### src/hdl/itoa_pkg.sv
package itoa_pkg;

    localparam int MAX_DIGITS = 10;
    localparam int CAP_W      = 4;
    localparam int CHAR_W     = 8;
    localparam int DIGIT_W    = 4;

    // floor(x / 10) == (x * RECIP10) >> RECIP10_SHIFT for every 32-bit x
    localparam logic [31:0] RECIP10       = 32'hCCCC_CCCD;
    localparam int          RECIP10_SHIFT = 35;

    localparam logic [CHAR_W-1:0] CHAR_MINUS = 8'h2D;
    localparam logic [CHAR_W-1:0] CHAR_ZERO  = 8'h30;
    localparam logic [CHAR_W-1:0] CHAR_A     = 8'h61;

    typedef struct packed {
        logic             neg;
        logic             hex;
        logic [CAP_W-1:0] room;
    } t_job_ctl;

    function automatic logic [CHAR_W-1:0] digit_char(input logic [DIGIT_W-1:0] d);
        logic [CHAR_W-1:0] c;
        if (d < 4'd10) begin
            c = CHAR_ZERO + CHAR_W'(d);
        end else begin
            c = CHAR_A + CHAR_W'(d - 4'd10);
        end
        return c;
    endfunction

endpackage

### src/hdl/itoa_front.sv
module itoa_front #(
    parameter int VALUE_WIDTH = 32
) (
    input  logic                          i_valid,
    output logic                          o_ready,
    input  logic [31:0]                   i_value_bits,
    input  logic                          i_is_signed,
    input  logic                          i_base_hex,
    input  logic [itoa_pkg::CAP_W-1:0]    i_capacity,
    input  logic                          i_q_full,
    output logic                          o_push,
    output logic [VALUE_WIDTH-1:0]        o_mag,
    output itoa_pkg::t_job_ctl            o_ctl
);

    logic [VALUE_WIDTH-1:0] v;
    logic                   neg;

    assign v   = i_value_bits[VALUE_WIDTH-1:0];
    assign neg = i_is_signed && v[VALUE_WIDTH-1];

    assign o_ready = !i_q_full;
    assign o_push  = i_valid && !i_q_full;
    assign o_mag   = neg ? (~v + VALUE_WIDTH'(1)) : v;

    always_comb begin
        o_ctl.neg  = neg;
        o_ctl.hex  = i_base_hex;
        o_ctl.room = (i_capacity > itoa_pkg::CAP_W'(1)) ?
                     (i_capacity - itoa_pkg::CAP_W'(1)) : '0;
    end

endmodule

### src/hdl/itoa_queue.sv
module itoa_queue #(
    parameter int DATA_W = 38
) (
    input  logic              i_clk,
    input  logic              i_rst_n,
    input  logic              i_push,
    input  logic [DATA_W-1:0] i_data,
    output logic              o_full,
    input  logic              i_pop,
    output logic              o_valid,
    output logic [DATA_W-1:0] o_data
);

    logic [DATA_W-1:0] r_mem [2];
    logic              r_wr_ptr;
    logic              r_rd_ptr;
    logic [1:0]        r_count;

    assign o_full  = (r_count == 2'd2);
    assign o_valid = (r_count != 2'd0);
    assign o_data  = r_mem[r_rd_ptr];

    always_ff @(posedge i_clk) begin
        if (i_push) begin
            r_mem[r_wr_ptr] <= i_data;
        end
    end

    always_ff @(posedge i_clk) begin
        if (!i_rst_n) begin
            r_wr_ptr <= 1'b0;
            r_rd_ptr <= 1'b0;
            r_count  <= 2'd0;
        end else begin
            if (i_push) begin
                r_wr_ptr <= !r_wr_ptr;
            end
            if (i_pop) begin
                r_rd_ptr <= !r_rd_ptr;
            end
            case ({i_push, i_pop})
                2'b10:   r_count <= r_count + 2'd1;
                2'b01:   r_count <= r_count - 2'd1;
                default: r_count <= r_count;
            endcase
        end
    end

endmodule

### src/hdl/itoa_back.sv
module itoa_back #(
    parameter int VALUE_WIDTH = 32
) (
    input  logic                            i_clk,
    input  logic                            i_rst_n,
    input  logic                            i_job_valid,
    input  logic [VALUE_WIDTH-1:0]          i_job_mag,
    input  itoa_pkg::t_job_ctl              i_job_ctl,
    output logic                            o_job_pop,
    output logic                            o_m_tvalid,
    input  logic                            i_m_tready,
    output logic [itoa_pkg::CHAR_W-1:0]     o_m_tdata,
    output logic                            o_m_tlast,
    output logic                            o_m_tuser
);

    typedef enum logic [5:0] {
        S_IDLE  = 6'b000001,
        S_MUL   = 6'b000010,
        S_DIGIT = 6'b000100,
        S_SIGN  = 6'b001000,
        S_EMIT  = 6'b010000,
        S_EMPTY = 6'b100000
    } t_state;

    t_state                          r_state;
    t_state                          n_state;
    logic [VALUE_WIDTH-1:0]          r_mag;
    logic [63:0]                     r_prod;
    logic                            r_neg;
    logic                            r_hex;
    logic [itoa_pkg::CAP_W-1:0]      r_room;
    logic [3:0]                      r_cnt;
    logic [itoa_pkg::DIGIT_W-1:0]    r_buf [itoa_pkg::MAX_DIGITS];
    logic                            r_out_valid;
    logic [itoa_pkg::CHAR_W-1:0]     r_out_char;
    logic                            r_out_last;
    logic                            r_out_empty;

    logic                            slot_free;
    logic [31:0]                     q32;
    logic [31:0]                     rem32;
    logic [itoa_pkg::DIGIT_W-1:0]    digit;
    logic [VALUE_WIDTH-1:0]          next_mag;
    logic                            conv_done;
    logic                            emit_last;

    assign slot_free = !r_out_valid || i_m_tready;
    assign o_job_pop = (r_state == S_IDLE) && i_job_valid;

    assign q32      = {3'b000, r_prod[63:itoa_pkg::RECIP10_SHIFT]};
    assign rem32    = 32'(r_mag) - (q32 << 3) - (q32 << 1);
    assign digit    = r_hex ? r_mag[3:0] : rem32[3:0];
    assign next_mag = r_hex ? (r_mag >> 4) : q32[VALUE_WIDTH-1:0];
    assign conv_done = (next_mag == '0) || (r_cnt == 4'(itoa_pkg::MAX_DIGITS - 1));
    assign emit_last = (r_room == itoa_pkg::CAP_W'(1)) || (r_cnt == 4'd0);

    always_comb begin
        n_state = r_state;
        case (r_state)
            S_IDLE: begin
                if (i_job_valid) begin
                    if (i_job_ctl.room == '0) begin
                        n_state = S_EMPTY;
                    end else if (i_job_ctl.hex) begin
                        n_state = S_DIGIT;
                    end else begin
                        n_state = S_MUL;
                    end
                end
            end
            S_MUL: n_state = S_DIGIT;
            S_DIGIT: begin
                if (conv_done) begin
                    n_state = r_neg ? S_SIGN : S_EMIT;
                end else begin
                    n_state = r_hex ? S_DIGIT : S_MUL;
                end
            end
            S_SIGN: begin
                if (slot_free) begin
                    n_state = (r_room == itoa_pkg::CAP_W'(1)) ? S_IDLE : S_EMIT;
                end
            end
            S_EMIT: begin
                if (slot_free && emit_last) begin
                    n_state = S_IDLE;
                end
            end
            S_EMPTY: begin
                if (slot_free) begin
                    n_state = S_IDLE;
                end
            end
            default: n_state = S_IDLE;
        endcase
    end

    always_ff @(posedge i_clk) begin
        case (r_state)
            S_IDLE: begin
                r_mag  <= i_job_mag;
                r_neg  <= i_job_ctl.neg;
                r_hex  <= i_job_ctl.hex;
                r_room <= i_job_ctl.room;
                r_cnt  <= 4'd0;
            end
            S_MUL: begin
                r_prod <= 64'(r_mag) * 64'(itoa_pkg::RECIP10);
            end
            S_DIGIT: begin
                r_buf[r_cnt] <= digit;
                r_mag        <= next_mag;
                if (!conv_done) begin
                    r_cnt <= r_cnt + 4'd1;
                end
            end
            S_SIGN: begin
                if (slot_free) begin
                    r_room <= r_room - itoa_pkg::CAP_W'(1);
                end
            end
            S_EMIT: begin
                if (slot_free) begin
                    r_room <= r_room - itoa_pkg::CAP_W'(1);
                    if (r_cnt != 4'd0) begin
                        r_cnt <= r_cnt - 4'd1;
                    end
                end
            end
            default: begin
            end
        endcase
    end

    always_ff @(posedge i_clk) begin
        if (slot_free) begin
            case (r_state)
                S_SIGN: begin
                    r_out_char  <= itoa_pkg::CHAR_MINUS;
                    r_out_last  <= (r_room == itoa_pkg::CAP_W'(1));
                    r_out_empty <= 1'b0;
                end
                S_EMIT: begin
                    r_out_char  <= itoa_pkg::digit_char(r_buf[r_cnt]);
                    r_out_last  <= emit_last;
                    r_out_empty <= 1'b0;
                end
                S_EMPTY: begin
                    r_out_char  <= '0;
                    r_out_last  <= 1'b1;
                    r_out_empty <= 1'b1;
                end
                default: begin
                end
            endcase
        end
    end

    always_ff @(posedge i_clk) begin
        if (!i_rst_n) begin
            r_state     <= S_IDLE;
            r_out_valid <= 1'b0;
        end else begin
            r_state <= n_state;
            if (slot_free) begin
                r_out_valid <= (r_state == S_SIGN) || (r_state == S_EMIT) ||
                               (r_state == S_EMPTY);
            end
        end
    end

    assign o_m_tvalid = r_out_valid;
    assign o_m_tdata  = r_out_char;
    assign o_m_tlast  = r_out_last;
    assign o_m_tuser  = r_out_empty;

`ifndef SYNTHESIS
    a_cnt_in_range: assert property (@(posedge i_clk) disable iff (!i_rst_n)
        r_cnt < 4'(itoa_pkg::MAX_DIGITS))
        else $error("digit index out of range");

    a_room_nonzero: assert property (@(posedge i_clk) disable iff (!i_rst_n)
        (r_state == S_EMIT || r_state == S_SIGN) |-> r_room != '0)
        else $error("emitting with no room left");

    a_empty_is_last: assert property (@(posedge i_clk) disable iff (!i_rst_n)
        (r_out_valid && r_out_empty) |-> r_out_last)
        else $error("empty result not marked last");

    a_pop_leaves_idle: assert property (@(posedge i_clk) disable iff (!i_rst_n)
        o_job_pop |=> r_state != S_IDLE)
        else $error("job popped but back end stayed idle");
`endif

endmodule

### src/hdl/integer_to_ascii_formatter.sv
// Integer-to-ASCII formatter. Each input transaction converts one value (signed or
// unsigned, base 10 or 16) into lower-case ASCII characters, most significant first,
// with a leading '-' for negative signed values; one output transaction per character,
// tlast on the final one. At most capacity-1 characters are sent (low digits dropped);
// when none fit, one transaction with tuser=1 and tlast=1 is sent. Inputs are classified
// and queued (two deep), so the input side keeps accepting while a conversion runs.
// The back end handles one value at a time: a start step, then per digit a reciprocal
// multiply and then a remainder step in decimal, or a single step in hex, then a step
// per character sent, each of which waits while the output is stalled.
module integer_to_ascii_formatter #(
    parameter int VALUE_WIDTH = 32
) (
    input  logic        i_clk,
    input  logic        i_rst_n,
    input  logic        i_s_tvalid,
    output logic        o_s_tready,
    input  logic [39:0] i_s_tdata,   // [31:0] value_bits, [35:32] capacity, [39:36] zero
    input  logic [1:0]  i_s_tuser,   // [0] is_signed, [1] base_hex
    output logic        o_m_tvalid,
    input  logic        i_m_tready,
    output logic [7:0]  o_m_tdata,   // [7:0] char_code
    output logic        o_m_tlast,   // is_last
    output logic        o_m_tuser    // [0] empty_res
);

    localparam int JOB_W = VALUE_WIDTH + $bits(itoa_pkg::t_job_ctl);

    logic                   q_full;
    logic                   push;
    logic [VALUE_WIDTH-1:0] f_mag;
    itoa_pkg::t_job_ctl     f_ctl;
    logic                   pop;
    logic                   q_valid;
    logic [JOB_W-1:0]       q_data;
    itoa_pkg::t_job_ctl     b_ctl;

    itoa_front #(
        .VALUE_WIDTH (VALUE_WIDTH)
    ) u_front (
        .i_valid      (i_s_tvalid),
        .o_ready      (o_s_tready),
        .i_value_bits (i_s_tdata[31:0]),
        .i_is_signed  (i_s_tuser[0]),
        .i_base_hex   (i_s_tuser[1]),
        .i_capacity   (i_s_tdata[35:32]),
        .i_q_full     (q_full),
        .o_push       (push),
        .o_mag        (f_mag),
        .o_ctl        (f_ctl)
    );

    itoa_queue #(
        .DATA_W (JOB_W)
    ) u_queue (
        .i_clk   (i_clk),
        .i_rst_n (i_rst_n),
        .i_push  (push),
        .i_data  ({f_ctl, f_mag}),
        .o_full  (q_full),
        .i_pop   (pop),
        .o_valid (q_valid),
        .o_data  (q_data)
    );

    assign b_ctl = q_data[JOB_W-1:VALUE_WIDTH];

    itoa_back #(
        .VALUE_WIDTH (VALUE_WIDTH)
    ) u_back (
        .i_clk       (i_clk),
        .i_rst_n     (i_rst_n),
        .i_job_valid (q_valid),
        .i_job_mag   (q_data[VALUE_WIDTH-1:0]),
        .i_job_ctl   (b_ctl),
        .o_job_pop   (pop),
        .o_m_tvalid  (o_m_tvalid),
        .i_m_tready  (i_m_tready),
        .o_m_tdata   (o_m_tdata),
        .o_m_tlast   (o_m_tlast),
        .o_m_tuser   (o_m_tuser)
    );

endmodule

### config.mk
export PLATFORM = sky130hd
export DESIGN_NAME = integer_to_ascii_formatter
export DESIGN_NICKNAME = d
export VERILOG_FILES = /design/src/hdl/itoa_pkg.sv /design/src/hdl/itoa_front.sv /design/src/hdl/itoa_queue.sv /design/src/hdl/itoa_back.sv /design/src/hdl/integer_to_ascii_formatter.sv
export SDC_FILE = /design/constraint.sdc
export NUM_CORES = 1
export LEC_CHECK = 0
export BUFFER_PORTS_ARGS = -buffer_cell sky130_fd_sc_hd__buf_2
export CAP_MARGIN = 20
export CORE_MARGIN = 2
export CORE_UTILIZATION = 65
export CTS_CLUSTER_SIZE = 20
export DETAILED_ROUTE_END_ITERATION = 8
export PLACE_DENSITY = 0.92
export SLEW_MARGIN = 20
export SYNTH_ARGS = -nofsm -noshare
export SYNTH_HDL_FRONTEND = slang
export SYNTH_SLANG_ARGS = --single-unit
### constraint.sdc
create_clock -name i_clk -period 20.6 [get_ports i_clk]
set_input_delay 1.03 -clock i_clk [delete_from_list [all_inputs] [get_ports i_clk]]
set_output_delay 1.03 -clock i_clk [all_outputs]
set_load 0.02 [all_outputs]
### Yosys cells after proc, flatten, opt, wreduce, memory -nomap -nowiden

Memories as Yosys holds them, arrays and structs flattened. A register that Yosys moved wholly into a read port is not among the register bits.
Cells that the tools add are included.

| operators by class | value |
|---|---|
| add/sub/neg operators | 12 |
| multiply operators | 1 |
| order comparisons | 2 |
| equality and inequality tests | 19 |
| multiplexer cells | 34 |
| bitwise logic cells | 1 |
| reductions and logical operators | 30 |

Operators by type and width:

| kind | number |
|---|---|
| 32-bit by 32-bit multiplier with 64-bit output, second input constant | 1 |
| 32-bit one-hot mux with 2 select lines | 1 |
| 6-bit two-way mux | 6 |
| 6-bit one-hot mux with 6 select lines | 1 |
| 32-bit by 1-bit adder with 32-bit output, second input constant | 1 |
| 32-bit logical NOT | 1 |
| 32-bit two-way mux | 1 |
| 32-bit NOT | 1 |
| 29-bit two-way mux | 1 |
| 4-bit two-way mux | 7 |
| 8-bit one-hot mux with 3 select lines | 1 |
| 2-bit by 1-bit inequality test with 1-bit output, second input constant | 7 |
| 4-bit one-hot mux with 3 select lines | 1 |
| 4-bit by 1-bit subtractor with 4-bit output, second input constant | 3 |
| 5-bit two-way mux | 2 |
| 2-bit nonzero test | 5 |
| 7-bit by 8-bit adder with 8-bit output, first input constant | 1 |
| 4-bit logical NOT | 2 |
| 8-bit two-way mux | 1 |
| 4-bit one-hot mux with 2 select lines | 1 |
| 4-bit AND reduction | 2 |
| 4-bit subtractor | 2 |
| 6-bit by 4-bit adder with 7-bit output, first input constant | 1 |
| 6-bit by 1-bit equality test with 1-bit output, second input constant | 1 |
| other kinds (28) | 48 |

| storage, ports and cells | value |
|---|---|
| bits in registers | 127 |
| memory bits (writable) | 116 |
| output and inout port bits | 12 |
| logic and storage cells | 115 |
| memories kept | 2 |

Memory list:

| memory | words | bits a word | read ports | clocked after Yosys merged registers in | write ports | line | text |
|---|---|---|---|---|---|---|---|
| u_queue.r_mem | 2 | 38 | 1 | 1 | 1 | itoa_queue.sv:14 | `logic [DATA_W-1:0] r_mem [2];` |
| u_back.r_buf | 10 | 4 | 1 | 1 | 1 | itoa_back.sv:34 | `logic [itoa_pkg::DIGIT_W-1:0] r_buf [itoa_pkg::MAX_DIGITS];` |

### Longest topological paths before layout

| logic depth | value |
|---|---|
| word-level depth | 6 |
| gate-level depth with buffers | 25 |
| gate-level depth less buffers | 24 |

### By module

Synthesis repeated with hierarchy kept, for this count alone.

| unflattened totals | value |
|---|---|
| cells, all modules | 2398 |
| area total of the unflattened synthesis | 26467.9 sq um |

Modules (own cells, without submodules):

| module | instances | cells each | area an instance (sq um) | seq. area each (sq um) |
|---|---|---|---|---|
| itoa_back | 1 | 2134 | 22680.5 | 3853.7 |
| itoa_queue | 1 | 140 | 2954.1 | 2382.3 |
| itoa_front | 1 | 124 | 833.3 | 0.0 |

### Worst setup path after synthesis

No wires, ideal clock.

| timing | value |
|---|---|
| path kind | reg-to-reg |
| start point | register u_back.r_mag[11] |
| end point | register u_back.r_prod[60] (data pin) |
| arrival time | 6514 ps |
| required time | 20326 ps |
| slack | 13812 ps |
| cell stages (with the launch flop) | 24 |
| buffers on the path | 1 |
| period minus slack after synthesis | 6788 ps |
| cells stage by stage | edfxtp_1 > ha_1 > clkbuf_1 > xor2_1 > ha_1 > a21o_1 > fa_1 > inv_1 > fa_1 > inv_1 > fa_1 > fa_1 > fa_1 > fa_1 > ha_1 > a21oi_2 > a21oi_1 > a311oi_2 > a21oi_1 > a311oi_2 > o41ai_4 > a21oi_2 > mux2i_1 > o2111ai_1 |

| between the ends | value |
|---|---|
| longest elaborated chain between the ends | 1 |

Ends and longest elaborated chain:

| what | line | text |
|---|---|---|
| start: declaration | itoa_back.sv:28 | `logic [VALUE_WIDTH-1:0] r_mag;` |
| start signal: assignment | itoa_back.sv:102 | `r_mag <= i_job_mag;` |
| start signal: assignment | itoa_back.sv:113 | `r_mag <= next_mag;` |
| 32-bit by 32-bit multiplier with 64-bit output | itoa_back.sv:109 | `r_prod <= 64'(r_mag) * 64'(itoa_pkg::RECIP10);` |
| end signal: assignment | itoa_back.sv:109 |  |
| end: declaration | itoa_back.sv:29 | `logic [63:0] r_prod;` |

Every way passes these cells.
A chain may end at the register's enable or synchronous reset.

### Worst setup path after layout

| timing | value |
|---|---|
| start point | register u_back.r_mag[18] |
| end point | register u_back.r_prod[56] (data pin) |

The elaborated chain is that of the path after synthesis.

==> run summary <==
antenna violations before repair: 0
status: completed
CTS buffer count: 18
Post-Syn Nets: 3211
via density per instance: 6.264
synth unique cells: 71
mux contribution to synthesized area: 0.02490
area occupied by registers: 6237 sq um
Die Area: 42290 sq um
mapped cell area: 26430 sq um
Avg Synthesized Cell Area: 10.93 sq um
yosys warns: 0
Worst Skew: 0.01269 ns
hold buffers post-CTS: 0
port buffer count: 53
GR Util All Layers: 0.3412
crit end category: flip-flop
async set-reset flop share out of synthesis: 0
row count: 73
worst slew pin tran: 0.9863 ns
root buffer cell: clkbuf_16
Synth Area in Adders: 0.4641
fin crit share: 0.4378
Wirelength per Cell: 23.43 um
fraction of layout cells with a size suffix above 1: 0.04998
H-tree depth: 1
routed vias: 18710
layout net count: 3243
post-synthesis compound-gate area fraction: 0.08333
Final Hold Fails: 0
Post-CTS Setup Repair Bufs: 0
Yosys reg bits: 213
Synth area leader: fa_1
clock buffer depth: 3
synth-to-layout area growth: 5.265%
starting density of the core: 0.6621
largest family of logic cells by synthesized area: adder cells
CORE AREA: 39910 sq um
clock sink count: 213
setup TNS: 0 ns
Synth Instances: 2417
vias in the first global route: 20010
gr ovfl total: 0
sequential share of the synthesized area: 0.2360
1st-iter DRT viols: 1949
Slew HR: 0.3255
most instantiated cells after synthesis: 573 x inv_1, 387 x fa_1, 361 x ha_1
top-count cell post-synth: inv_1
Max-Cap Viols: 0
Worst-Skew Late Latency: 0.48 ns
Achievable Freq: 0.1109 GHz
main flop type after synthesis: edfxtp_1
first-pass GRT wire length: 108100 um
antenna-violating nets left: 0
largest fanout on the critical path: 7
critical setup path kind: flip-flop to flip-flop
Setup Viol. Count Final: 0
post-DP HPWL: 57820 um
final RePlAce weighted congestion: 1.082
number of synthesized flops with an enable pin: 197
largest net degree at the start of global routing: 62
top cells by area, synth: fa_1 29%, edfxtp_1 22%, ha_1 17%, inv_1 8.1%, a21oi_1 2.3%
multi-input combinational cell area: 17850 sq um
setup repair after global routing missed its margin: no
Max Slew Vio Count: 0
Fill cells: 2620
post-route minimum period: 9.019 ns
DRC: 0
share of the synthesized area in the top cell type: 0.2932
element type at the critical path start: flip-flop
Synth Area in Simple Gates: 0.06321
Clk pin slew, worst setup/hold paths: 0.07 ns
type of the most critical hold path: flip-flop to flip-flop
Die Ht: 205.6 um
Post-Synth XOR/XNOR Area: 0.03944
# IOs: 58
Critical Path RT: 20.82 ns
TritonCTS clock tree: yes
drt total wl: 70000 um
die width: 205.6 um
CP arrival: 9.23 ns
Resize count post-CTS: 0
TritonRoute pass-1 iters: 5
-- path summary, 6_finish.rpt --
| kind | startpoint | endpoint | slack, ns | depth (start not counted) |
|---|---|---|---|---|
| worst max-delay path | u_back.r_mag[18] | u_back.r_prod[56] | 11.58 | 24 |
| worst min-delay path | u_queue.r_mem[0][37] | u_back.r_neg | 0.56 | 1 |
| worst max register to register | u_back.r_mag[18] | u_back.r_prod[56] | 11.58 | 24 |
| worst min register to register | u_queue.r_mem[0][37] | u_back.r_neg | 0.56 | 1 |
-- metal layers --
layer / global-route usage / share of wire / vias up
met3: 0.05812 / 0.092 / 289
met2: 0.5553 / 0.48 / 1108
met1: 0.4304 / 0.36 / 9315
met4: 0.2043 / 0.071 / 0
met5: 0 / 0 / -
li1: - / - / 7998
-- cells by family (layout without fill, tap and decap cells) --
kind of cell | Yosys count | in the layout
flip-flops | 213 | 213
AO/OA/AOI/OAI | 337 | 337
AND/OR/NAND/NOR | 319 | 319
other | 1 | 2
adder cells (fa/ha/maj) | 748 | 748
buffers and inverters | 625 | 669
multiplexers | 55 | 55
XOR/XNOR | 119 | 119
-- stage by stage --
step	setup slack, ns	cells	instance area, sq um	hold slack, ns	utilization
2_1_floorplan	13.81	2417	26430	0.4913	-
3_5_place_dp	11.90	2953	27230	0.5469	0.6822
4_1_cts	11.82	2985	27800	0.5557	0.6964
5_1_grt	11.49	2986	27820	0.5713	0.6969
3_3_place_gp	12.12	2953	27230	0.5038	0.6822
6_report	11.58	2987	27820	0.5622	0.6969
-- final cells by class --
cell class | count | share of cell area
tap | 525 | 0.02361
sequential | 213 | 0.2242
clock inverter | 8 | 0.002159
clock buffer | 24 | 0.01813
antenna | 1 | 0.00008996
timing repair buffer | 62 | 0.01241
multi-input combinational | 1579 | 0.6418
inverter | 575 | 0.07759
-- state kept, by name, indices dropped and copies added, names as in the netlist, 2 cells and up, named ones only --
| register | count |
|---|---|
| u_back.o_m_tdata | 8 |
| u_back.r_buf | 40 |
| u_back.r_cnt | 4 |
| u_back.r_mag | 32 |
| u_back.r_prod | 29 |
| u_back.r_room | 4 |
| u_back.r_state | 6 |
| u_queue.r_count | 2 |
| u_queue.r_mem | 76 |
-- worst max-delay path, cell delays in order, from the launching register on --
cell and delay (ns):
edfxtp_1 0.78, ha_1 0.55, inv_1 0.18, fa_1 0.52, inv_1 0.05, fa_1 0.54, inv_1 0.08, fa_1 0.53
inv_1 0.06, fa_1 0.60, fa_1 0.46, fa_1 0.52, inv_1 0.05, fa_1 0.47, inv_1 0.04, ha_1 0.33
a21o_1 0.20, a21o_1 0.17, a21oi_1 0.22, nand3_1 0.20, nor4b_2 0.78, a2111oi_0 0.41, a211oi_1 0.65, o21ai_1 0.18
xor2_1 0.18
-- layout by cell type, fill, tap and decap left out, types with 44 or more instances in the layout --
| master | count |
|---|---|
| a211oi_1 | 44 |
| a21o_1 | 50 |
| a21oi_1 | 123 |
| buf_2 | 53 |
| edfxtp_1 | 197 |
| fa_1 | 387 |
| ha_1 | 361 |
| inv_1 | 573 |
| nand2_1 | 61 |
| nor2_1 | 65 |
| xnor2_1 | 56 |
| xor2_1 | 63 |
Power is left out: the tool's default activity adds up to more than one toggle a clock period on the data nets, which glitch-free logic cannot reach.
